## config.mk

```make
export PLATFORM = sky130hd
export DESIGN_NAME = baro_sensor_poll_temp_comp_top
export DESIGN_NICKNAME = d
export VERILOG_FILES = /design/src/bspt_pkg.sv /design/src/bspt_seq.sv /design/src/bspt_dp.sv /design/src/bspt_ctrl.sv /design/src/baro_sensor_poll_temp_comp_top.sv
export SDC_FILE = /design/constraint.sdc
export NUM_CORES = 1
export LEC_CHECK = 0
export BUFFER_PORTS_ARGS = -buffer_cell sky130_fd_sc_hd__clkbuf_2
export CAP_MARGIN = 20
export CORE_AREA = 2 2 204 206
export DETAILED_ROUTE_END_ITERATION = 10
export DIE_AREA = 0 0 206 208
export PLACE_DENSITY = 0.81
export SLEW_MARGIN = 5
export SYNTH_ARGS = -nofsm -noshare
export SYNTH_HDL_FRONTEND = slang
export SYNTH_SLANG_ARGS = --single-unit
```

## constraint.sdc

```tcl
create_clock -name i_clk -period 8.6 [get_ports i_clk]
set_input_delay 0.86 -clock i_clk [delete_from_list [all_inputs] [get_ports i_clk]]
set_output_delay 0.86 -clock i_clk [all_outputs]
set_load 0.05 [all_outputs]
```

## src/bspt_pkg.sv

```systemverilog
// Shared types, constants and helpers for the barometer poll and temperature
// compensation block. Used by every module under src; depends on nothing.
`default_nettype none

package bspt_pkg;

    localparam int CAL_W          = 16;
    localparam int TICK_W         = 17;
    localparam int TEMP_WAIT_DEF  = 5;
    localparam int PRESS_WAIT_DEF = 15;
    localparam logic [CAL_W-1:0] SLEEP_RESET = 16'd100;

    // Quotient width of the correction divide: |cal_mc| * 2^11 needs 27 bits.
    localparam int DIV_BITS = 27;
    // The step counter runs from 0 up to DIV_BITS.
    localparam int DIV_CNT_W = $clog2(DIV_BITS + 1);

    typedef enum logic [2:0] {
        REG_AC5   = 3'd0,
        REG_AC6   = 3'd1,
        REG_MC    = 3'd2,
        REG_MD    = 3'd3,
        REG_SLEEP = 3'd4
    } t_reg_idx;

    typedef enum logic [2:0] {
        ACT_NONE       = 3'd0,
        ACT_START_TEMP = 3'd1,
        ACT_READ_TEMP  = 3'd2,
        ACT_START_PRES = 3'd3,
        ACT_READ_PRES  = 3'd4
    } t_bus_action;

    typedef enum logic [7:0] {
        PH_START  = 8'b0000_0001,
        PH_REQ_T  = 8'b0000_0010,
        PH_WAIT_T = 8'b0000_0100,
        PH_READ_T = 8'b0000_1000,
        PH_REQ_P  = 8'b0001_0000,
        PH_WAIT_P = 8'b0010_0000,
        PH_READ_P = 8'b0100_0000,
        PH_SLEEP  = 8'b1000_0000
    } t_phase;

    typedef enum logic [5:0] {
        S_IDLE  = 6'b00_0001,
        S_MUL   = 6'b00_0010,
        S_X1    = 6'b00_0100,
        S_SETUP = 6'b00_1000,
        S_DIV   = 6'b01_0000,
        S_OUT   = 6'b10_0000
    } t_ctrl_state;

    typedef struct packed {
        logic diff_load;
        logic mul_load;
        logic x1_load;
        logic div_start;
        logic div_step;
        logic fin_load;
    } t_dp_cmd;

    typedef struct packed {
        logic div_last;
    } t_dp_sts;

    // Binary phase number as seen on the result channel.
    function automatic logic [2:0] phase_code(input t_phase p);
        logic [2:0] code;
        unique case (p)
            PH_START:  code = 3'd0;
            PH_REQ_T:  code = 3'd1;
            PH_WAIT_T: code = 3'd2;
            PH_READ_T: code = 3'd3;
            PH_REQ_P:  code = 3'd4;
            PH_WAIT_P: code = 3'd5;
            PH_READ_P: code = 3'd6;
            PH_SLEEP:  code = 3'd7;
            default:   code = 3'd0;
        endcase
        return code;
    endfunction

endpackage

`default_nettype wire

```

## src/bspt_seq.sv

```systemverilog
// Eight-phase bus sequencer: advances once per accepted tick and holds the
// pending bus action, update flag and phase for the result. Uses bspt_pkg.
`default_nettype none

module bspt_seq #(
    parameter int TEMP_WAIT_TICKS  = bspt_pkg::TEMP_WAIT_DEF,
    parameter int PRESS_WAIT_TICKS = bspt_pkg::PRESS_WAIT_DEF
) (
    input  wire logic                       i_clk,
    input  wire logic                       i_rst_n,
    input  wire logic                       i_tick,
    input  wire logic [bspt_pkg::CAL_W-1:0] i_sleep_ticks,
    output logic                            o_is_read,
    output logic [2:0]                      o_bus_action,
    output logic                            o_temp_updated,
    output logic [2:0]                      o_phase_now
);

    localparam logic [bspt_pkg::TICK_W-1:0] TEMP_LIM  =
        TEMP_WAIT_TICKS[bspt_pkg::TICK_W-1:0];
    localparam logic [bspt_pkg::TICK_W-1:0] PRESS_LIM =
        PRESS_WAIT_TICKS[bspt_pkg::TICK_W-1:0];

    bspt_pkg::t_phase            r_phase, n_phase;
    logic [bspt_pkg::TICK_W-1:0] r_tick, n_tick, c_tick_inc;
    bspt_pkg::t_bus_action       r_act, n_act;
    logic                        r_upd, n_upd;

    assign c_tick_inc = r_tick + 1'b1;

    always_comb begin
        n_phase = r_phase;
        n_tick  = '0;
        n_act   = bspt_pkg::ACT_NONE;
        n_upd   = 1'b0;
        unique case (r_phase)
            bspt_pkg::PH_START: begin
                n_phase = bspt_pkg::PH_REQ_T;
            end
            bspt_pkg::PH_REQ_T: begin
                n_act   = bspt_pkg::ACT_START_TEMP;
                n_phase = bspt_pkg::PH_WAIT_T;
            end
            bspt_pkg::PH_WAIT_T: begin
                if (c_tick_inc >= TEMP_LIM) begin
                    n_phase = bspt_pkg::PH_READ_T;
                end else begin
                    n_tick = c_tick_inc;
                end
            end
            bspt_pkg::PH_READ_T: begin
                n_act   = bspt_pkg::ACT_READ_TEMP;
                n_upd   = 1'b1;
                n_phase = bspt_pkg::PH_REQ_P;
            end
            bspt_pkg::PH_REQ_P: begin
                n_act   = bspt_pkg::ACT_START_PRES;
                n_phase = bspt_pkg::PH_WAIT_P;
            end
            bspt_pkg::PH_WAIT_P: begin
                if (c_tick_inc >= PRESS_LIM) begin
                    n_phase = bspt_pkg::PH_READ_P;
                end else begin
                    n_tick = c_tick_inc;
                end
            end
            bspt_pkg::PH_READ_P: begin
                n_act   = bspt_pkg::ACT_READ_PRES;
                n_phase = bspt_pkg::PH_SLEEP;
            end
            bspt_pkg::PH_SLEEP: begin
                // Sleep lasts sleep_ticks + 1 ticks.
                if (c_tick_inc > {1'b0, i_sleep_ticks}) begin
                    n_phase = bspt_pkg::PH_START;
                end else begin
                    n_tick = c_tick_inc;
                end
            end
            default: begin
                n_phase = bspt_pkg::PH_START;
            end
        endcase
    end

    always_ff @(posedge i_clk) begin
        if (!i_rst_n) begin
            r_phase <= bspt_pkg::PH_START;
            r_tick  <= '0;
            r_act   <= bspt_pkg::ACT_NONE;
            r_upd   <= 1'b0;
        end else if (i_tick) begin
            r_phase <= n_phase;
            r_tick  <= n_tick;
            r_act   <= n_act;
            r_upd   <= n_upd;
        end
    end

    assign o_is_read      = (r_phase == bspt_pkg::PH_READ_T);
    assign o_bus_action   = r_act;
    assign o_temp_updated = r_upd;
    assign o_phase_now    = bspt_pkg::phase_code(r_phase);

endmodule

`default_nettype wire

```

## src/bspt_dp.sv

```systemverilog
// Compensation datapath: offset and gain multiply, serial restoring divider
// for the correction term, final rounding and saturation. Uses bspt_pkg.
`default_nettype none

module bspt_dp (
    input  wire logic                              i_clk,
    input  wire logic                              i_rst_n,
    input  wire bspt_pkg::t_dp_cmd                 i_cmd,
    output bspt_pkg::t_dp_sts                      o_sts,
    input  wire logic        [bspt_pkg::CAL_W-1:0] i_raw_temp,
    input  wire logic        [bspt_pkg::CAL_W-1:0] i_ac5,
    input  wire logic        [bspt_pkg::CAL_W-1:0] i_ac6,
    input  wire logic signed [bspt_pkg::CAL_W-1:0] i_mc,
    input  wire logic signed [bspt_pkg::CAL_W-1:0] i_md,
    output logic signed      [bspt_pkg::CAL_W-1:0] o_temperature
);

    localparam int QB = bspt_pkg::DIV_BITS;

    logic signed [16:0] r_diff, c_diff;
    logic signed [33:0] r_prod;
    logic signed [17:0] r_x1, c_x1;
    logic signed [18:0] c_den;
    logic [17:0]        c_den_mag;
    logic [15:0]        c_mc_mag;

    logic [17:0]        r_rem, r_dvs;
    logic [QB-1:0]      r_quo;
    logic               r_neg, r_dzero;
    logic [bspt_pkg::DIV_CNT_W-1:0] r_cnt;
    logic [18:0]        c_shift, c_sub;
    logic               c_ge;

    logic signed [QB:0]   c_x2;
    logic signed [QB+1:0] c_sum;
    logic signed [QB-3:0] c_t;
    logic signed [15:0]   c_sat, r_last_temp;

    assign c_diff = $signed({1'b0, i_raw_temp}) - $signed({1'b0, i_ac6});

    // The product stays below 2^32 in magnitude, so x1 fits 18 signed bits.
    assign c_x1  = r_prod[32:15];
    assign c_den = {c_x1[17], c_x1} + {{3{i_md[15]}}, i_md};

    logic [18:0] c_den_abs;
    assign c_den_abs = c_den[18] ? (~c_den + 19'd1) : c_den;
    assign c_den_mag = c_den_abs[17:0];
    assign c_mc_mag  = i_mc[15] ? (~i_mc + 16'd1) : i_mc;

    assign c_shift = {r_rem, r_quo[QB-1]};
    assign c_ge    = (c_shift >= {1'b0, r_dvs});
    assign c_sub   = c_shift - {1'b0, r_dvs};

    // x2 truncates toward zero: the magnitude quotient takes the sign back.
    always_comb begin
        if (r_dzero) begin
            c_x2 = '0;
        end else if (r_neg) begin
            c_x2 = -$signed({1'b0, r_quo});
        end else begin
            c_x2 = $signed({1'b0, r_quo});
        end
    end

    assign c_sum = {{(QB-16){r_x1[17]}}, r_x1} + {c_x2[QB], c_x2}
                   + (QB+2)'(8);
    assign c_t   = c_sum[QB+1:4];

    always_comb begin
        if (c_t[QB-3:15] == '0 || c_t[QB-3:15] == '1) begin
            c_sat = c_t[15:0];
        end else if (c_t[QB-3]) begin
            c_sat = 16'sh8000;
        end else begin
            c_sat = 16'sh7fff;
        end
    end

    always_ff @(posedge i_clk) begin
        if (i_cmd.diff_load) begin
            r_diff <= c_diff;
        end
        if (i_cmd.mul_load) begin
            r_prod <= r_diff * $signed({1'b0, i_ac5});
        end
        if (i_cmd.x1_load) begin
            r_x1    <= c_x1;
            r_dvs   <= c_den_mag;
            r_neg   <= i_mc[15] ^ c_den[18];
            r_dzero <= (c_den == '0);
        end
        if (i_cmd.div_start) begin
            r_rem <= '0;
            r_quo <= {c_mc_mag, 11'b0};
            r_cnt <= '0;
        end else if (i_cmd.div_step) begin
            r_rem <= c_ge ? c_sub[17:0] : c_shift[17:0];
            r_quo <= {r_quo[QB-2:0], c_ge};
            r_cnt <= r_cnt + 1'b1;
        end
    end

    always_ff @(posedge i_clk) begin
        if (!i_rst_n) begin
            r_last_temp <= '0;
        end else if (i_cmd.fin_load) begin
            r_last_temp <= c_sat;
        end
    end

    // All QB quotient bits are in once the counter has reached QB.
    assign o_sts.div_last = (r_cnt == bspt_pkg::DIV_CNT_W'(QB));
    assign o_temperature  = r_last_temp;

endmodule

`default_nettype wire

```

## src/bspt_ctrl.sv

```systemverilog
// Controller state machine that accepts ticks and steps the compensation
// datapath through multiply, divide and result load. Uses bspt_pkg.
`default_nettype none

module bspt_ctrl (
    input  wire logic              i_clk,
    input  wire logic              i_rst_n,
    input  wire logic              i_in_valid,
    input  wire logic              i_is_read,
    input  wire logic              i_out_free,
    input  wire bspt_pkg::t_dp_sts i_sts,
    output logic                   o_in_ready,
    output logic                   o_tick,
    output logic                   o_out_load,
    output bspt_pkg::t_dp_cmd      o_cmd
);

    bspt_pkg::t_ctrl_state r_state, n_state;

    always_comb begin
        n_state    = r_state;
        o_in_ready = 1'b0;
        o_tick     = 1'b0;
        o_out_load = 1'b0;
        o_cmd      = '0;
        unique case (r_state)
            bspt_pkg::S_IDLE: begin
                o_in_ready = 1'b1;
                if (i_in_valid) begin
                    o_tick = 1'b1;
                    if (i_is_read) begin
                        o_cmd.diff_load = 1'b1;
                        n_state = bspt_pkg::S_MUL;
                    end else begin
                        n_state = bspt_pkg::S_OUT;
                    end
                end
            end
            bspt_pkg::S_MUL: begin
                o_cmd.mul_load = 1'b1;
                n_state = bspt_pkg::S_X1;
            end
            bspt_pkg::S_X1: begin
                o_cmd.x1_load = 1'b1;
                n_state = bspt_pkg::S_SETUP;
            end
            bspt_pkg::S_SETUP: begin
                o_cmd.div_start = 1'b1;
                n_state = bspt_pkg::S_DIV;
            end
            bspt_pkg::S_DIV: begin
                if (i_sts.div_last) begin
                    o_cmd.fin_load = 1'b1;
                    n_state = bspt_pkg::S_OUT;
                end else begin
                    o_cmd.div_step = 1'b1;
                end
            end
            bspt_pkg::S_OUT: begin
                if (i_out_free) begin
                    o_out_load = 1'b1;
                    n_state = bspt_pkg::S_IDLE;
                end
            end
            default: begin
                n_state = bspt_pkg::S_IDLE;
            end
        endcase
    end

    always_ff @(posedge i_clk) begin
        if (!i_rst_n) begin
            r_state <= bspt_pkg::S_IDLE;
        end else begin
            r_state <= n_state;
        end
    end

endmodule

`default_nettype wire

```

## src/baro_sensor_poll_temp_comp_top.sv

```systemverilog
// Top level of the barometer poll sequencer with temperature compensation.
// Holds the calibration registers and result register; uses bspt_pkg,
// bspt_seq, bspt_dp and bspt_ctrl.
`default_nettype none

//  Channel  | Valid        | Ready        | Payload
//  ---------+--------------+--------------+-------------------------------------
//  tick in  | i_valid      | o_ready      | i_raw_temp
//  result   | o_valid      | i_ready      | o_bus_action, o_temperature,
//           |              |              | o_temp_updated, o_phase_now
//  config   | i_cfg_valid  | o_cfg_ready  | i_cfg_index, i_cfg_data
//
// A tick in any phase other than the temperature read goes from the transfer
// to S_OUT, which loads the result register once it is free and then makes the
// input ready again. A temperature-read tick steps through the offset subtract
// at the transfer, one multiply, x1 and the divisor, divider setup, the
// one-bit-per-cycle restoring divider for all 27 quotient bits, rounding and
// saturation, and the load of the result register. One tick is in flight at a
// time; the next one is taken while the previous result still waits in the
// result register. Reset is synchronous and active low. The config port never
// stalls.

module baro_sensor_poll_temp_comp_top #(
    parameter int TEMP_WAIT_TICKS  = bspt_pkg::TEMP_WAIT_DEF,
    parameter int PRESS_WAIT_TICKS = bspt_pkg::PRESS_WAIT_DEF
) (
    input  wire logic                       i_clk,
    input  wire logic                       i_rst_n,
    // Tick input channel.
    input  wire logic                       i_valid,
    output logic                            o_ready,
    input  wire logic [bspt_pkg::CAL_W-1:0] i_raw_temp,
    // Result channel.
    output logic                            o_valid,
    input  wire logic                       i_ready,
    output logic [2:0]                      o_bus_action,
    output logic signed [bspt_pkg::CAL_W-1:0] o_temperature,
    output logic                            o_temp_updated,
    output logic [2:0]                      o_phase_now,
    // Configuration write channel.
    input  wire logic                       i_cfg_valid,
    output logic                            o_cfg_ready,
    input  wire logic [2:0]                 i_cfg_index,
    input  wire logic [bspt_pkg::CAL_W-1:0] i_cfg_data
);

    // Calibration and sleep registers.
    logic [bspt_pkg::CAL_W-1:0]        r_ac5, r_ac6, r_sleep;
    logic signed [bspt_pkg::CAL_W-1:0] r_mc, r_md;

    // Handshake between the controller, sequencer and datapath.
    logic               c_tick, c_is_read, c_out_load, c_out_free;
    bspt_pkg::t_dp_cmd  c_cmd;
    bspt_pkg::t_dp_sts  c_sts;

    logic [2:0]                        c_act, c_phase;
    logic                              c_upd;
    logic signed [bspt_pkg::CAL_W-1:0] c_temp;

    // Result register; it frees up in the same cycle its transfer completes.
    logic                              r_out_valid;
    logic [2:0]                        r_act, r_phase;
    logic                              r_upd;
    logic signed [bspt_pkg::CAL_W-1:0] r_temp;

    assign o_cfg_ready = 1'b1;

    // Writes to indexes past the register list are dropped.
    always_ff @(posedge i_clk) begin
        if (!i_rst_n) begin
            r_ac5   <= '0;
            r_ac6   <= '0;
            r_mc    <= '0;
            r_md    <= '0;
            r_sleep <= bspt_pkg::SLEEP_RESET;
        end else if (i_cfg_valid) begin
            unique case (i_cfg_index)
                bspt_pkg::REG_AC5:   r_ac5   <= i_cfg_data;
                bspt_pkg::REG_AC6:   r_ac6   <= i_cfg_data;
                bspt_pkg::REG_MC:    r_mc    <= i_cfg_data;
                bspt_pkg::REG_MD:    r_md    <= i_cfg_data;
                bspt_pkg::REG_SLEEP: r_sleep <= i_cfg_data;
                default: ;
            endcase
        end
    end

    bspt_ctrl u_ctrl (
        .i_clk      (i_clk),
        .i_rst_n    (i_rst_n),
        .i_in_valid (i_valid),
        .i_is_read  (c_is_read),
        .i_out_free (c_out_free),
        .i_sts      (c_sts),
        .o_in_ready (o_ready),
        .o_tick     (c_tick),
        .o_out_load (c_out_load),
        .o_cmd      (c_cmd)
    );

    bspt_seq #(
        .TEMP_WAIT_TICKS  (TEMP_WAIT_TICKS),
        .PRESS_WAIT_TICKS (PRESS_WAIT_TICKS)
    ) u_seq (
        .i_clk          (i_clk),
        .i_rst_n        (i_rst_n),
        .i_tick         (c_tick),
        .i_sleep_ticks  (r_sleep),
        .o_is_read      (c_is_read),
        .o_bus_action   (c_act),
        .o_temp_updated (c_upd),
        .o_phase_now    (c_phase)
    );

    bspt_dp u_dp (
        .i_clk         (i_clk),
        .i_rst_n       (i_rst_n),
        .i_cmd         (c_cmd),
        .o_sts         (c_sts),
        .i_raw_temp    (i_raw_temp),
        .i_ac5         (r_ac5),
        .i_ac6         (r_ac6),
        .i_mc          (r_mc),
        .i_md          (r_md),
        .o_temperature (c_temp)
    );

    assign c_out_free = !r_out_valid || i_ready;

    always_ff @(posedge i_clk) begin
        if (!i_rst_n) begin
            r_out_valid <= 1'b0;
        end else if (c_out_load) begin
            r_out_valid <= 1'b1;
        end else if (i_ready) begin
            r_out_valid <= 1'b0;
        end
    end

    always_ff @(posedge i_clk) begin
        if (c_out_load) begin
            r_act   <= c_act;
            r_temp  <= c_temp;
            r_upd   <= c_upd;
            r_phase <= c_phase;
        end
    end

    assign o_valid        = r_out_valid;
    assign o_bus_action   = r_act;
    assign o_temperature  = r_temp;
    assign o_temp_updated = r_upd;
    assign o_phase_now    = r_phase;

endmodule

`default_nettype wire
```

Yosys cells after proc, flatten, opt, wreduce, memory -nomap -nowiden
Cells that the tools add are included.
{"block": "classes", "mux": 40, "eq_ne": 26, "n_reduce_logical": 15, "multipliers": 1, "n_addsub": 10, "n_bitwise": 3, "n_lt_le_gt_ge": 4}
{"operator": "one-hot mux 8 bit (8 select lines)", "count": 1}
{"operator": "2-to-1 mux 28 bit", "count": 2}
{"operator": "2-to-1 mux 27 bit", "count": 2}
{"operator": "2-to-1 mux 17 bit", "count": 3}
{"operator": "one-hot mux 17 bit (3 select lines)", "count": 1}
{"operator": "2-to-1 mux 16 bit", "count": 3}
{"operator": "2-to-1 mux 18 bit", "count": 2}
{"operator": "one-hot mux 6 bit (6 select lines)", "count": 1}
{"operator": "multiplier 17 x 17 -> 33 bit", "count": 1}
{"operator": "adder 18 x 28 -> 29 bit", "count": 1}
{"operator": "adder 29 x 4 -> 29 bit (second input constant)", "count": 1}
{"operator": "negation 27 -> 28 bit", "count": 1}
{"operator": "2-to-1 mux 6 bit", "count": 4}
{"operator": "2-to-1 mux 8 bit", "count": 3}
{"operator": "one-hot mux 3 bit (7 select lines)", "count": 1}
{"operator": "adder 18 x 16 -> 19 bit", "count": 1}
{"operator": ">= comparator 19 x 18 -> 1 bit", "count": 1}
{"operator": "logical NOT 19 bit", "count": 1}
{"operator": "adder 18 x 1 -> 18 bit (second input constant)", "count": 1}
{"operator": "inverter 18 bit", "count": 1}
{"operator": "subtractor 18 bit", "count": 1}
{"operator": "adder 17 x 1 -> 17 bit (second input constant)", "count": 1}
{"operator": ">= comparator 17 x 3 -> 1 bit (second input constant)", "count": 1}
{"operator": ">= comparator 17 x 4 -> 1 bit (second input constant)", "count": 1}
{"operator": "other kinds (38)", "count": 63}
{"block": "totals", "ff_bits": 293, "input_bits": 40, "out_inout_bits": 26}

Logic depth before layout (Yosys ltp)
Gate-level depths: netlist of run 1.
{"block": "depth", "word_depth": 8, "mapped_depth": 26, "mapped_depth_nobuf": 24}

Cells and area by module
A second synthesis of run 1 with hierarchy kept.
{"block": "unflattened", "hier_cells": 2849, "area_unflattened_um2": 26501.7}
{"mod": "bspt_dp", "area_each_um2": 20085.5, "cells_each": 2200, "n_inst": 1}
{"mod": "baro_sensor_poll_temp_comp_top", "area_each_um2": 3706.1, "cells_each": 315, "n_inst": 1}
{"mod": "bspt_seq", "area_each_um2": 2297.2, "cells_each": 290, "n_inst": 1}
{"mod": "bspt_ctrl", "area_each_um2": 412.9, "cells_each": 44, "n_inst": 1}

Least setup slack after synthesis of run 1
OpenSTA, ideal clock, no wires.
{"block": "synth_path", "path_type": "reg2reg", "from": "register r_ac5[10] in the netlist's numbering", "to": "register u_dp.r_prod[32] (data pin)", "path_buffers": 2, "arrival_ns": 6.695, "t_required_ns": 8.340, "synth_period_minus_slack_ns": 6.955, "slack_ns": 1.645, "setup_time_ns": 0.260, "path_stages_with_launch": 27, "path_cell_list": "dfxtp_1 clkbuf_1 clkbuf_1 nand2_1 fa_1 inv_1 fa_1 inv_1 fa_1 inv_1 fa_1 fa_1 inv_1 fa_1 inv_1 ha_1 a21o_1 a21o_1 and2_1 a311oi_1 o21bai_1 a311oi_1 nor3_1 o41a_1 a21o_1 a21oi_1 xnor2_1"}
{"block": "synth_via", "elab_chain_len": 1}
{"element": "start, declared", "line": "baro_sensor_poll_temp_comp_top.sv:48", "source": "logic [bspt_pkg::CAL_W-1:0] r_ac5, r_ac6, r_sleep;"}
{"element": "start signal, assigned", "line": "baro_sensor_poll_temp_comp_top.sv:78", "source": "bspt_pkg::REG_AC5: r_ac5 <= i_cfg_data;"}
{"element": "multiplier 17 x 17 -> 33 bit", "line": "bspt_dp.sv:84", "source": "r_prod <= r_diff * $signed({1'b0, i_ac5});"}
{"element": "end signal, assigned", "line": "bspt_dp.sv:84"}
{"element": "end, declared", "line": "bspt_dp.sv:21", "source": "logic signed [33:0] r_prod;"}
No other way between the ends.
A chain may end at the register's enable or synchronous reset.

Worst setup path after layout of run 1
{"block": "layout_path", "from": "register u_dp.r_diff[5]", "to": "register u_dp.r_prod[32] (data pin)"}
{"block": "layout_via", "elab_chain_len": 1}
{"element": "start, declared", "line": "bspt_dp.sv:20", "source": "logic signed [16:0] r_diff, c_diff;"}
{"element": "start signal, assigned", "line": "bspt_dp.sv:81", "source": "r_diff <= c_diff;"}
{"element": "multiplier 17 x 17 -> 33 bit", "line": "bspt_dp.sv:84"}
No other way between the ends.

==> results.md, run 1 <==
* Iter 0 DRT Violations at approximately 1700
* Post-CTS setup buffers at 0
* I/O pins at between 60 and 70
* Hold crit path type: reg2reg
* Number of global-route vias before repair at ~20000
* FMAX at 0.135 GHz
* Arrival @ worst endpoint at between 7 and 8 ns
* Ant diodes at 0
* Area added between synthesis and finish at 6.86%
* Die width at between 200 and 250 um
* Max-cap violations at 0
* Worst-skew pair later-pin latency at ~0.56 ns
* Crit path capture type: flip-flop
* Layout cells sized above 1 at 0.0531
* Setup TNS at 0 ns
* # rows at 74
* Clock Path Buffers at 3
* Worst path slowest cell: edfxtp_1
* Total Nets Final at between 3000 and 4000
* Register area share after synthesis at 0.256
* Worst-Margin Slew at between 1 and 1.5 ns
* Bufs and invs on worst path at 5
* Gr ovfl total at 0
* Number of H-tree levels at 2
* Share of the synthesized area in the top cell type at 0.211
* Clock skew at around 0.020 ns
* #FFs+latches synth at between 200 and 300
* CP cell instances: nand2_1 > fa_1 > inv_1 > fa_1 > inv_1 > fa_1 > inv_1 > fa_1 > fa_1 > inv_1 > fa_1 > inv_1 > ha_1 > a21o_1 > a21o_1 > and2_1 > a311oi_1 > o21bai_1 > a311oi_1 > nor3_1 > o41a_1 > a21o_1 > a21oi_1 > xnor2_1
* 1st-pass router iterations at 6
* DRC errors left at 0
* Cell with the most instances after synthesis: nand2_1
* Hold Fails Final Rpt at 0
* Final period utilization at 0.860
* HPWL Detailed at 49.8 mm
* Combinational fraction of design power at 0.124
* Clk root buf: clkbuf_16
* ANT nets after route at 0
* Synth top cells by count: nand2_1 (444), inv_1 (436), fa_1 (275)
* Setup violators final at 0
* Sw frac at 0.264
* CP most frequent cell: fa_1
* Vias at roughly 20000
* Post-Route WL at approximately 64 mm
* Synth cell types at 82
* CTS buffer count at 34
* Reg-to-reg slack, setup at ~1.2 ns
* Total global-route track usage at 0.309
* Vias per cell at approximately 5.7
* Pwr dens at 117 nW/um2
* Area contributors post-synth: fa_1 (21%), edfxtp_1 (13%), dfxtp_1 (13%)
* Mapped Cells at between 2000 and 3000
* RSZ-0062 raised after global routing: false
* Clock-pin slew on the worst setup and hold paths at approximately 0.060 ns
* Internal power at between 2000 and 2500 uW
* Biggest cell delay along the critical path at ~0.70 ns
* Sequential share of power at 0.432
* Post-synth EDFFs at around 110
* Largest vdd supply drop at about 0.13 mV
* Hold_buf cts at 0
* CTS tree: built
* Switching power of the nets at 861 uW
* Worst EP required at 8.90 ns
* Clock Sinks at between 200 and 300
* YS warnings at 0
* IO buf count at 64
* Synth area leader: fa_1
* Mapped Nets at between 3000 and 4000
* Clk pwr share at 0.444
* Static leakage at ~0.013 uW
* Family with the most delay on the worst path: adder cells
* Async set-reset flop share out of synthesis at 0
* Largest net degree at the start of global routing at between 100 and 150
* Initial antenna violation count at 2
* First-pass GRT wire length at around 100 mm
* Kind of critical path: reg2reg
* CTS resizes at 0
* Core footprint at ~40000 um2
* Max Slew Vio Count at 0
* Hold Slack at between 0.4 and 0.5 ns
* Drt wl/cell at approximately 19 um
* CP max FO at 16
* Status: completed
* Setup crit start kind: flip-flop
* Die Span Y at ~210 um
* Synth Flop Type: dfxtp_1
* Post-Synthesis Cell Area at approximately 26000 um2
* Fin crit period at ~7.4 ns
* Die Area at between 40000 and 50000 um2
* Starting Density at 0.644
* Mean Syn Cell Area at roughly 9 um2
* Slew HR at 0.247
* Final GP Congestion at between 0.9 and 1
==> final timing paths <==
| kind | cells past startpoint | start | end |
|---|---|---|---|
| worst max-delay path | 24 | u_dp.r_diff[5] | u_dp.r_prod[32] |
| worst min-delay path | 0 | u_seq.o_bus_action[1] | o_bus_action[1] |
| worst max register to register | 24 | u_dp.r_diff[5] | u_dp.r_prod[32] |
| worst min register to register | 0 | u_seq.o_bus_action[1] | o_bus_action[1] |
==> sequential cells by signal, indices dropped and copies added (netlist names), 3 cells and up <==
register            flops
u_seq.r_phase           8
u_dp.r_x1              18
u_dp.r_diff            17
u_dp.r_quo             27
r_ac6                  16
o_bus_action            3
u_dp.r_prod            18
u_seq.o_bus_action      3
u_dp.r_cnt              5
r_ac5                  16
r_mc                   16
u_dp.r_dvs             18
r_sleep                16
o_temperature          16
u_seq.r_tick           17
u_ctrl.r_state          6
u_dp.r_rem             18
o_phase_now             3
r_md                   16
u_dp.o_temperature     16
==> cells by family after synthesis <==
| logic type | Yosys count | share of synthesized area |
|---|---|---|
| simple gates | 969 | 0.178 |
| other cells | 1 | 0.000144 |
| buf+inv | 545 | 0.0794 |
| mux | 20 | 0.00771 |
| xor+xnor | 147 | 0.0493 |
| flops | 278 | 0.256 |
| fa+ha+maj | 485 | 0.311 |
| compound gates | 447 | 0.118 |
==> power by group through the flow <==
| stage | Clock (uW) | Combinational (uW) | Sequential, uW |
|---|---|---|---|
| 2_1_floorplan | 0 | 278 | 1450 |
| 3_3_place_gp | 0 | 383 | 1430 |
| 3_5_place_dp | 0 | 399 | 1440 |
| 4_1_cts | 1470 | 403 | 1410 |
| 5_1_grt | 1520 | 456 | 1410 |
| 6_report | 1450 | 404 | 1410 |
==> final cells by class <==
| class | count | area (um2) |
|---|---|---|
| multi-input combinational | 2069 | 17400 |
| fill | 3167 | 12600 |
| sequential | 278 | 6690 |
| inverter | 436 | 1640 |
| clock buffer | 45 | 966 |
| tap | 532 | 666 |
| timing repair buffer | 78 | 437 |
| clock inverter | 14 | 151 |
==> per-stage QoR <==
step | utilization | power, uW | cells | setup WS (ns) | instance area (um2)
floorplan | - | 1730 | 2892 | 1.64 | 26100
global placement | 0.660 | 1820 | 3391 | 1.35 | 26800
detailed placement | 0.660 | 1840 | 3391 | 1.24 | 26800
CTS | 0.688 | 3290 | 3450 | 1.23 | 27900
global route | 0.689 | 3380 | 3452 | 0.806 | 27900
finish | 0.689 | 3260 | 3452 | 1.20 | 27900
==> per-layer routing <==
layer  track usage  wire length (um)  vias to the layer above
li1              -                 -                     9421
met1         0.404             27000                     9651
met2         0.506             30400                      596
met3        0.0591              4050                      145
met4         0.120              2480                        4
met5             0                27                        -
==> cells in the final DEF (no fill, tap or decap), types with 7 or more instances in the layout <==
master     instances
nand2_1          444
inv_1            436
fa_1             275
ha_1             210
dfxtp_1          166
and2_1           153
nor2_1           127
edfxtp_1         112
a21boi_0          93
o21ai_0           83
xnor2_1           79
xor2_1            68
clkbuf_2          63
a21oi_1           59
a21o_1            42
nor3_1            40
nand3_1           37
nor2b_1           37
clkbuf_16         37
o31ai_1           24
mux2i_1           19
and3_1            17
nand2b_1          15
or3_1             15
o21a_1            15
a211oi_1          13
nand4_1           13
o211ai_1          12
buf_4             12
o21bai_1          11
a31oi_1           11
a22oi_1           11
nor4_1            10
a221o_1           10
nor3b_1            9
o41ai_1            9
nand3b_1           8
or2_2              7
clkbuf_1           7
Note: power is estimated with default switching activity, not from simulation.
==> run 2: changes to the inputs <==
--- a/config.mk
+++ b/config.mk
@@ -11,6 +11,7 @@
 export DETAILED_ROUTE_END_ITERATION = 10
 export DIE_AREA = 0 0 206 208
 export PLACE_DENSITY = 0.81
+export RECOVER_POWER = 25
 export SLEW_MARGIN = 5
 export SYNTH_ARGS = -nofsm -noshare
 export SYNTH_HDL_FRONTEND = slang
==> run 2 against run 1 <==
The run now ends with capacitance limit, slew limit left. Worst setup slack lost 0.012 ns. Worst hold slack lost 0.00064 ns. Wire length grew 0.17%. Non-clock buffer count is the same. Cell count is the same. Sequential power is essentially flat. Global-route usage is the same. Largest cell class unchanged.
==> results.md, run 2 (synthesis results as in run 1) <==
* Status: finished, violations left (was completed)
* Failing checks: capacitance limit, slew limit
* CTS resizes at 0 (unchanged)
* Vias at 19895 (was 19817)
* Pwr dens at 117 nW/um2 (about the same)
* Drt wl/cell at 18.6 um (was 18.5 um)
* FMAX at 0.135 GHz (about the same)
* Die Span Y at 208 um (unchanged)
* DP Area at 26800 um2 (unchanged)
* Hold_buf cts at 0 (unchanged)
* Total Nets Final at 3422 (unchanged)
* Die width at 206 um (unchanged)
* Core footprint at 40600 um2 (unchanged)
* Static leakage at 0.0130 uW (about the same)
* Post-Route WL at 64.1 mm (was 64.0 mm)
* Met2 Use GR at 0.506 (unchanged)
* Worst-skew pair later-pin latency at 0.55 ns (was 0.56 ns)
* Starting Density at 0.644 (unchanged)
* Hold Fails Final Rpt at 0 (unchanged)
* Worst EP required at 8.90 ns (about the same)
* Clock-pin slew on the worst setup and hold paths at 0.06 ns (about the same)
* Clock skew at 0.0192 ns (was 0.0199 ns)
* Die Area at 42800 um2 (unchanged)
* Gr ovfl total at 0 (unchanged)
* CP max FO at 16 (unchanged)
* First-pass GRT wire length at 105 mm (unchanged)
* Most Crowded Layer GR: met2 (unchanged)
* Max-cap violations at 2 (was 0)
* Final period utilization at 0.861 (was 0.860)
* Setup violators final at 0 (unchanged)
* Final GP Congestion at 0.930 (unchanged)
* Crit path capture type: flip-flop (unchanged)
* Setup crit start kind: flip-flop (unchanged)
* Slew HR at -2.10 (was 0.247)
* Max reg flops at 27 (unchanged)
* Worst-Margin Slew at 4.65 ns (was 1.13 ns)
* # rows at 74 (unchanged)
* Most common cell after layout, fill and taps aside: nand2_1 (unchanged)
* Vias per cell at 5.76 (was 5.74)
* Max Slew Vio Count at 161 (was 0)
* Arrival @ worst endpoint at 7.71 ns (was 7.70 ns)
* Initial antenna violation count at 2 (unchanged)
* Kind of critical path: reg2reg (unchanged)
* Number of global-route vias before repair at 20387 (unchanged)
* IO buf count at 64 (unchanged)
* Filler cell count at 3172 (was 3167)
* Setup TNS at 0 ns (unchanged)
* Ant diodes at 0 (unchanged)
* Most frequent cells in the layout: nand2_1 (444), inv_1 (436), fa_1 (275), ha_1 (210), dfxtp_1 (166) (unchanged)
* Number of H-tree levels at 2 (unchanged)
* ANT nets after route at 0 (unchanged)
* Fin crit period at 7.41 ns (was 7.40 ns)
* Area added between synthesis and finish at 6.81% (was 6.86%)
* DRC errors left at 0 (unchanged)
* I/O pins at 66 (unchanged)
* 1st-pass router iterations at 5 (was 6)
* Met1 usage at 0.404 (unchanged)
* Clock Sinks at 278 (unchanged)
* CTS buffer count at 34 (unchanged)
* Layout cells sized above 1 at 0.0521 (was 0.0531)
* Post-CTS setup buffers at 0 (unchanged)
* HPWL Detailed at 49.8 mm (unchanged)
* Register area at 6690 um2 (unchanged)
* Hold crit path type: reg2reg (unchanged)
* Largest Register: u_dp.r_quo (unchanged)
* Clk root buf: clkbuf_16 (unchanged)
* Design area at 27900 um2 (about the same)
* Largest net degree at the start of global routing at 121 (unchanged)
* Area of the multi-input gates at 17400 um2 (about the same)
* Clock Path Buffers at 3 (unchanged)
* Met3 Usage GRT at 0.0591 (unchanged)
* CTS tree: built (unchanged)
* Total global-route track usage at 0.309 (unchanged)
* RSZ-0062 raised after global routing: false (unchanged)
* Iter 0 DRT Violations at 1796 (was 1712)
* Largest vdd supply drop at 0.133 mV (was 0.134 mV)
[run 2: cell count changes in the layout (fill, tap and decap cells not counted)]
cell / delta
buf_4: -2
nor3b_1: +1
nor3b_2: -1
clkbuf_1: +2
[run 2: final timing paths]
kind | to | cells past startpoint | slack [ns] | startpoint
worst max-delay path | u_dp.r_prod[32] | 23 | 1.19 | u_dp.r_diff[8]
worst min-delay path | o_bus_action[1] | 0 | 0.43 | u_seq.o_bus_action[1]
worst min register to register | o_bus_action[1] | 0 | 0.43 | u_seq.o_bus_action[1]
worst max register to register | u_dp.r_prod[32] | 23 | 1.19 | u_dp.r_diff[8]
[run 2: final cells by class]
class | count | area share
Tap cell | 532 | 0.0238
Multi-Input combinational cell | 2069 | 0.623
Inverter | 436 | 0.0586
Clock inverter | 14 | 0.00542
Timing Repair Buffer | 78 | 0.0154
Clock buffer | 45 | 0.0346
Sequential cell | 278 | 0.240
[run 2: critical path, stage by stage (launching register included)]
cell      delay (ns)
edfxtp_1        0.65
and2_1          0.30
fa_1            0.54
inv_1           0.06
fa_1            0.49
fa_1            0.51
inv_1           0.05
fa_1            0.47
fa_1            0.55
inv_1           0.06
fa_1            0.52
inv_1           0.05
ha_1            0.35
a21o_1          0.19
a21o_1          0.18
and2_1          0.15
a311oi_1        0.43
o21bai_1        0.21
a311oi_1        0.38
nor3_1          0.13
o41a_1          0.41
a21o_1          0.21
a21oi_1         0.18
xnor2_1         0.08
[run 2: metal layers]
layer	up-vias	wire length, um
met3	154	4180
met2	635	30400
met5	-	27
li1	9431	-
met4	4	2560
met1	9671	26900
[run 2: through the flow]
step | hold WS (ns) | std cells | power, uW | util | setup slack, ns
3_3_place_gp | 0.411 | 3391 | 1820 | 0.660 | 1.35
6_report | 0.429 | 3452 | 3270 | 0.688 | 1.19
5_1_grt | 0.433 | 3452 | 3390 | 0.688 | 0.806
2_1_floorplan | 0.403 | 2892 | 1730 | - | 1.64
3_5_place_dp | 0.409 | 3391 | 1840 | 0.660 | 1.24
4_1_cts | 0.424 | 3450 | 3290 | 0.688 | 1.23
[run 2: report_power, final]
part	leakage (uW)	switching [uW]	internal, uW
Clock	0.000547	591	859
Sequential	0.00234	16.7	1390
Combinational	0.0101	254	154
Total	0.0130	861	2400
==> run 3: changes to the inputs <==
--- a/config.mk
+++ b/config.mk
@@ -10,7 +10,7 @@
 export CORE_AREA = 2 2 204 206
 export DETAILED_ROUTE_END_ITERATION = 10
 export DIE_AREA = 0 0 206 208
-export PLACE_DENSITY = 0.81
+export PLACE_DENSITY = 0.85
 export RECOVER_POWER = 25
 export SLEW_MARGIN = 5
 export SYNTH_ARGS = -nofsm -noshare
==> run 3 against run 2 <==
The run still ends with capacitance limit, slew limit left. Clock-buffer cell count shrank 1. Non-clock buffer count shrank 1. Wire length grew 3.0%. Register-to-register slack lost 0.26 ns. Fmax shrank 3.4%. Final area grew 0.14%. Worst setup slack lost 0.26 ns. Critical path depth grew 1. Sequential power is essentially flat. Combinational power grew 1%. First-iteration DRC count shrank 12%. Critical path type unchanged. Critical endpoint unchanged.
==> results.md, run 3 (synthesis results as in run 1) <==
* Clock Sinks at 278 (unchanged)
* FMAX at 0.130 GHz (was 0.135 GHz)
* Bufs and invs on worst path at 5 (was 4)
* Most common cell after layout, fill and taps aside: nand2_1 (unchanged)
* I/O pins at 66 (unchanged)
* Final GP Congestion at 0.933 (was 0.930)
* Final cell count without fillers at 3453 (was 3452)
* Largest net degree at the start of global routing at 121 (unchanged)
* CP cell instances: nand2_1 > fa_1 > inv_1 > fa_1 > inv_1 > fa_1 > inv_1 > fa_1 > fa_1 > inv_1 > fa_1 > inv_1 > ha_1 > a21o_1 > a21o_1 > and2_1 > a311oi_1 > o21bai_1 > a311oi_1 > nor3_1 > o41a_1 > a21o_1 > a21oi_1 > xnor2_1 (was and2_1 > fa_1 > inv_1 > fa_1 > fa_1 > inv_1 > fa_1 > fa_1 > inv_1 > fa_1 > inv_1 > ha_1 > a21o_1 > a21o_1 > and2_1 > a311oi_1 > o21bai_1 > a311oi_1 > nor3_1 > o41a_1 > a21o_1 > a21oi_1 > xnor2_1)
* Cell Count Post-Placement at 3389 (was 3391)
* Pwr dens at 117 nW/um2 (about the same)
* Die Span Y at 208 um (unchanged)
* DP Area at 26800 um2 (about the same)
* Static leakage at 0.0130 uW (about the same)
* Fin crit period at 7.67 ns (was 7.41 ns)
* Worst-Margin Slew at 2.12 ns (was 4.65 ns)
* CTS tree: built (unchanged)
* Core footprint at 40600 um2 (unchanged)
* Gr ovfl total at 0 (unchanged)
* CTS resizes at 0 (unchanged)
* Post-CTS setup buffers at 0 (unchanged)
* Hold Fails Final Rpt at 0 (unchanged)
* Kind of critical path: reg2reg (unchanged)
* Number of H-tree levels at 2 (unchanged)
* Design area at 28000 um2 (was 27900 um2)
* Vias at 20317 (was 19895)
* Hold crit path type: reg2reg (unchanged)
* Iter 0 DRT Violations at 1586 (was 1796)
* RSZ-0062 raised after global routing: false (unchanged)
* Clock Path Buffers at 3 (unchanged)
* Vias per cell at 5.88 (was 5.76)
* Final period utilization at 0.891 (was 0.861)
* Total Nets Final at 3421 (was 3422)
* Starting Density at 0.644 (unchanged)
* Setup TNS at 0 ns (unchanged)
* Most frequent cells in the layout: nand2_1 (444), inv_1 (436), fa_1 (275), ha_1 (210), dfxtp_1 (166) (unchanged)
* Largest Register: u_dp.r_quo (unchanged)
* Slew HR at -0.413 (was -2.10)
* Reg-to-reg slack, setup at 0.93 ns (was 1.19 ns)
* Setup violators final at 0 (unchanged)
* HPWL Detailed at 51.3 mm (was 49.8 mm)
* Worst Hold Launch: u_dp.o_temperature[7] (was u_seq.o_bus_action[1])
* # rows at 74 (unchanged)
* Largest vdd supply drop at 0.138 mV (was 0.133 mV)
* Initial antenna violation count at 0 (was 2)
* IO buf count at 64 (unchanged)
* Area added between synthesis and finish at 6.96% (was 6.81%)
* Worst path slowest cell: edfxtp_1 (unchanged)
* Drt wl/cell at 19.1 um (was 18.6 um)
* Biggest cell delay along the critical path at 0.75 ns (was 0.65 ns)
* ANT nets after route at 0 (unchanged)
* Max-cap violations at 1 (was 2)
* Layout cells sized above 1 at 0.0520 (was 0.0521)
* Worst EP required at 8.88 ns (was 8.90 ns)
* 1st-pass router iterations at 8 (was 5)
* Number of global-route vias before repair at 21081 (was 20387)
* DRC errors left at 0 (unchanged)
* Clock skew at 0.0151 ns (was 0.0192 ns)
* Max Slew Vio Count at 40 (was 161)
* Setup crit start kind: flip-flop (unchanged)
* Crit path capture type: flip-flop (unchanged)
* Failing checks: capacitance limit, slew limit (unchanged)
* Arrival @ worst endpoint at 7.95 ns (was 7.71 ns)
* Status: finished, violations left (unchanged)
* First-pass GRT wire length at 108 mm (was 105 mm)
* Post-Route WL at 66.0 mm (was 64.1 mm)
* Die width at 206 um (unchanged)
* Clock-pin slew on the worst setup and hold paths at 0.06 ns (about the same)
* Family with the most delay on the worst path: adder cells (unchanged)
* CP most frequent cell: fa_1 (unchanged)
* Clk root buf: clkbuf_16 (unchanged)
* CTS buffer count at 34 (unchanged)
* Worst-skew pair later-pin latency at 0.55 ns (about the same)
* R2R Path Start: u_dp.r_diff[5] (was u_dp.r_diff[8])
* CP max FO at 16 (unchanged)
* Worst Setup SP: u_dp.r_diff[5] (was u_dp.r_diff[8])
* Slack of the critical path at 0.934 ns (was 1.19 ns)
* Max reg flops at 27 (unchanged)
* Pre-CTS setup slack at 1.02 ns (was 1.24 ns)
* Ant diodes at 0 (unchanged)
* Hold_buf cts at 0 (unchanged)
* Die Area at 42800 um2 (unchanged)
* Total global-route track usage at 0.319 (was 0.309)
==> run 3: metrics by stage <==
step / hold WS [ns] / power [uW] / util
global placement: 0.413 / 1820 / 0.660
floorplan: 0.403 / 1730 / -
CTS: 0.431 / 3270 / 0.688
detailed placement: 0.415 / 1840 / 0.660
finish: 0.434 / 3260 / 0.689
global route: 0.447 / 3380 / 0.689
==> run 3: final cells by class <==
cell class	count	area [um2]
clock buffer	44	930
tap	532	666
clock inverter	17	181
timing repair buffer	77	477
multi-input combinational	2069	17400
sequential	278	6690
fill	3137	12600
inverter	436	1640
==> run 3: power breakdown <==
part           internal [uW]  switching (uW)
Sequential              1390            17.6
Clock                    859             583
Combinational            153             259
Total                   2400             859
==> run 3: metal layers <==
metal  vias to the layer above  track usage  wire length, um
met5                         -            0                0
met4                         0        0.164             3710
met3                       204       0.0742             5250
met2                       758        0.515            31000
met1                      9919        0.399            26000
li1                       9436            -                -
==> run 3: final timing paths <==
path / cells after the start / end
worst min register to register: 0 / o_temperature[7]
worst min-delay path: 0 / o_temperature[7]
worst max-delay path: 24 / u_dp.r_prod[32]
worst max register to register: 24 / u_dp.r_prod[32]
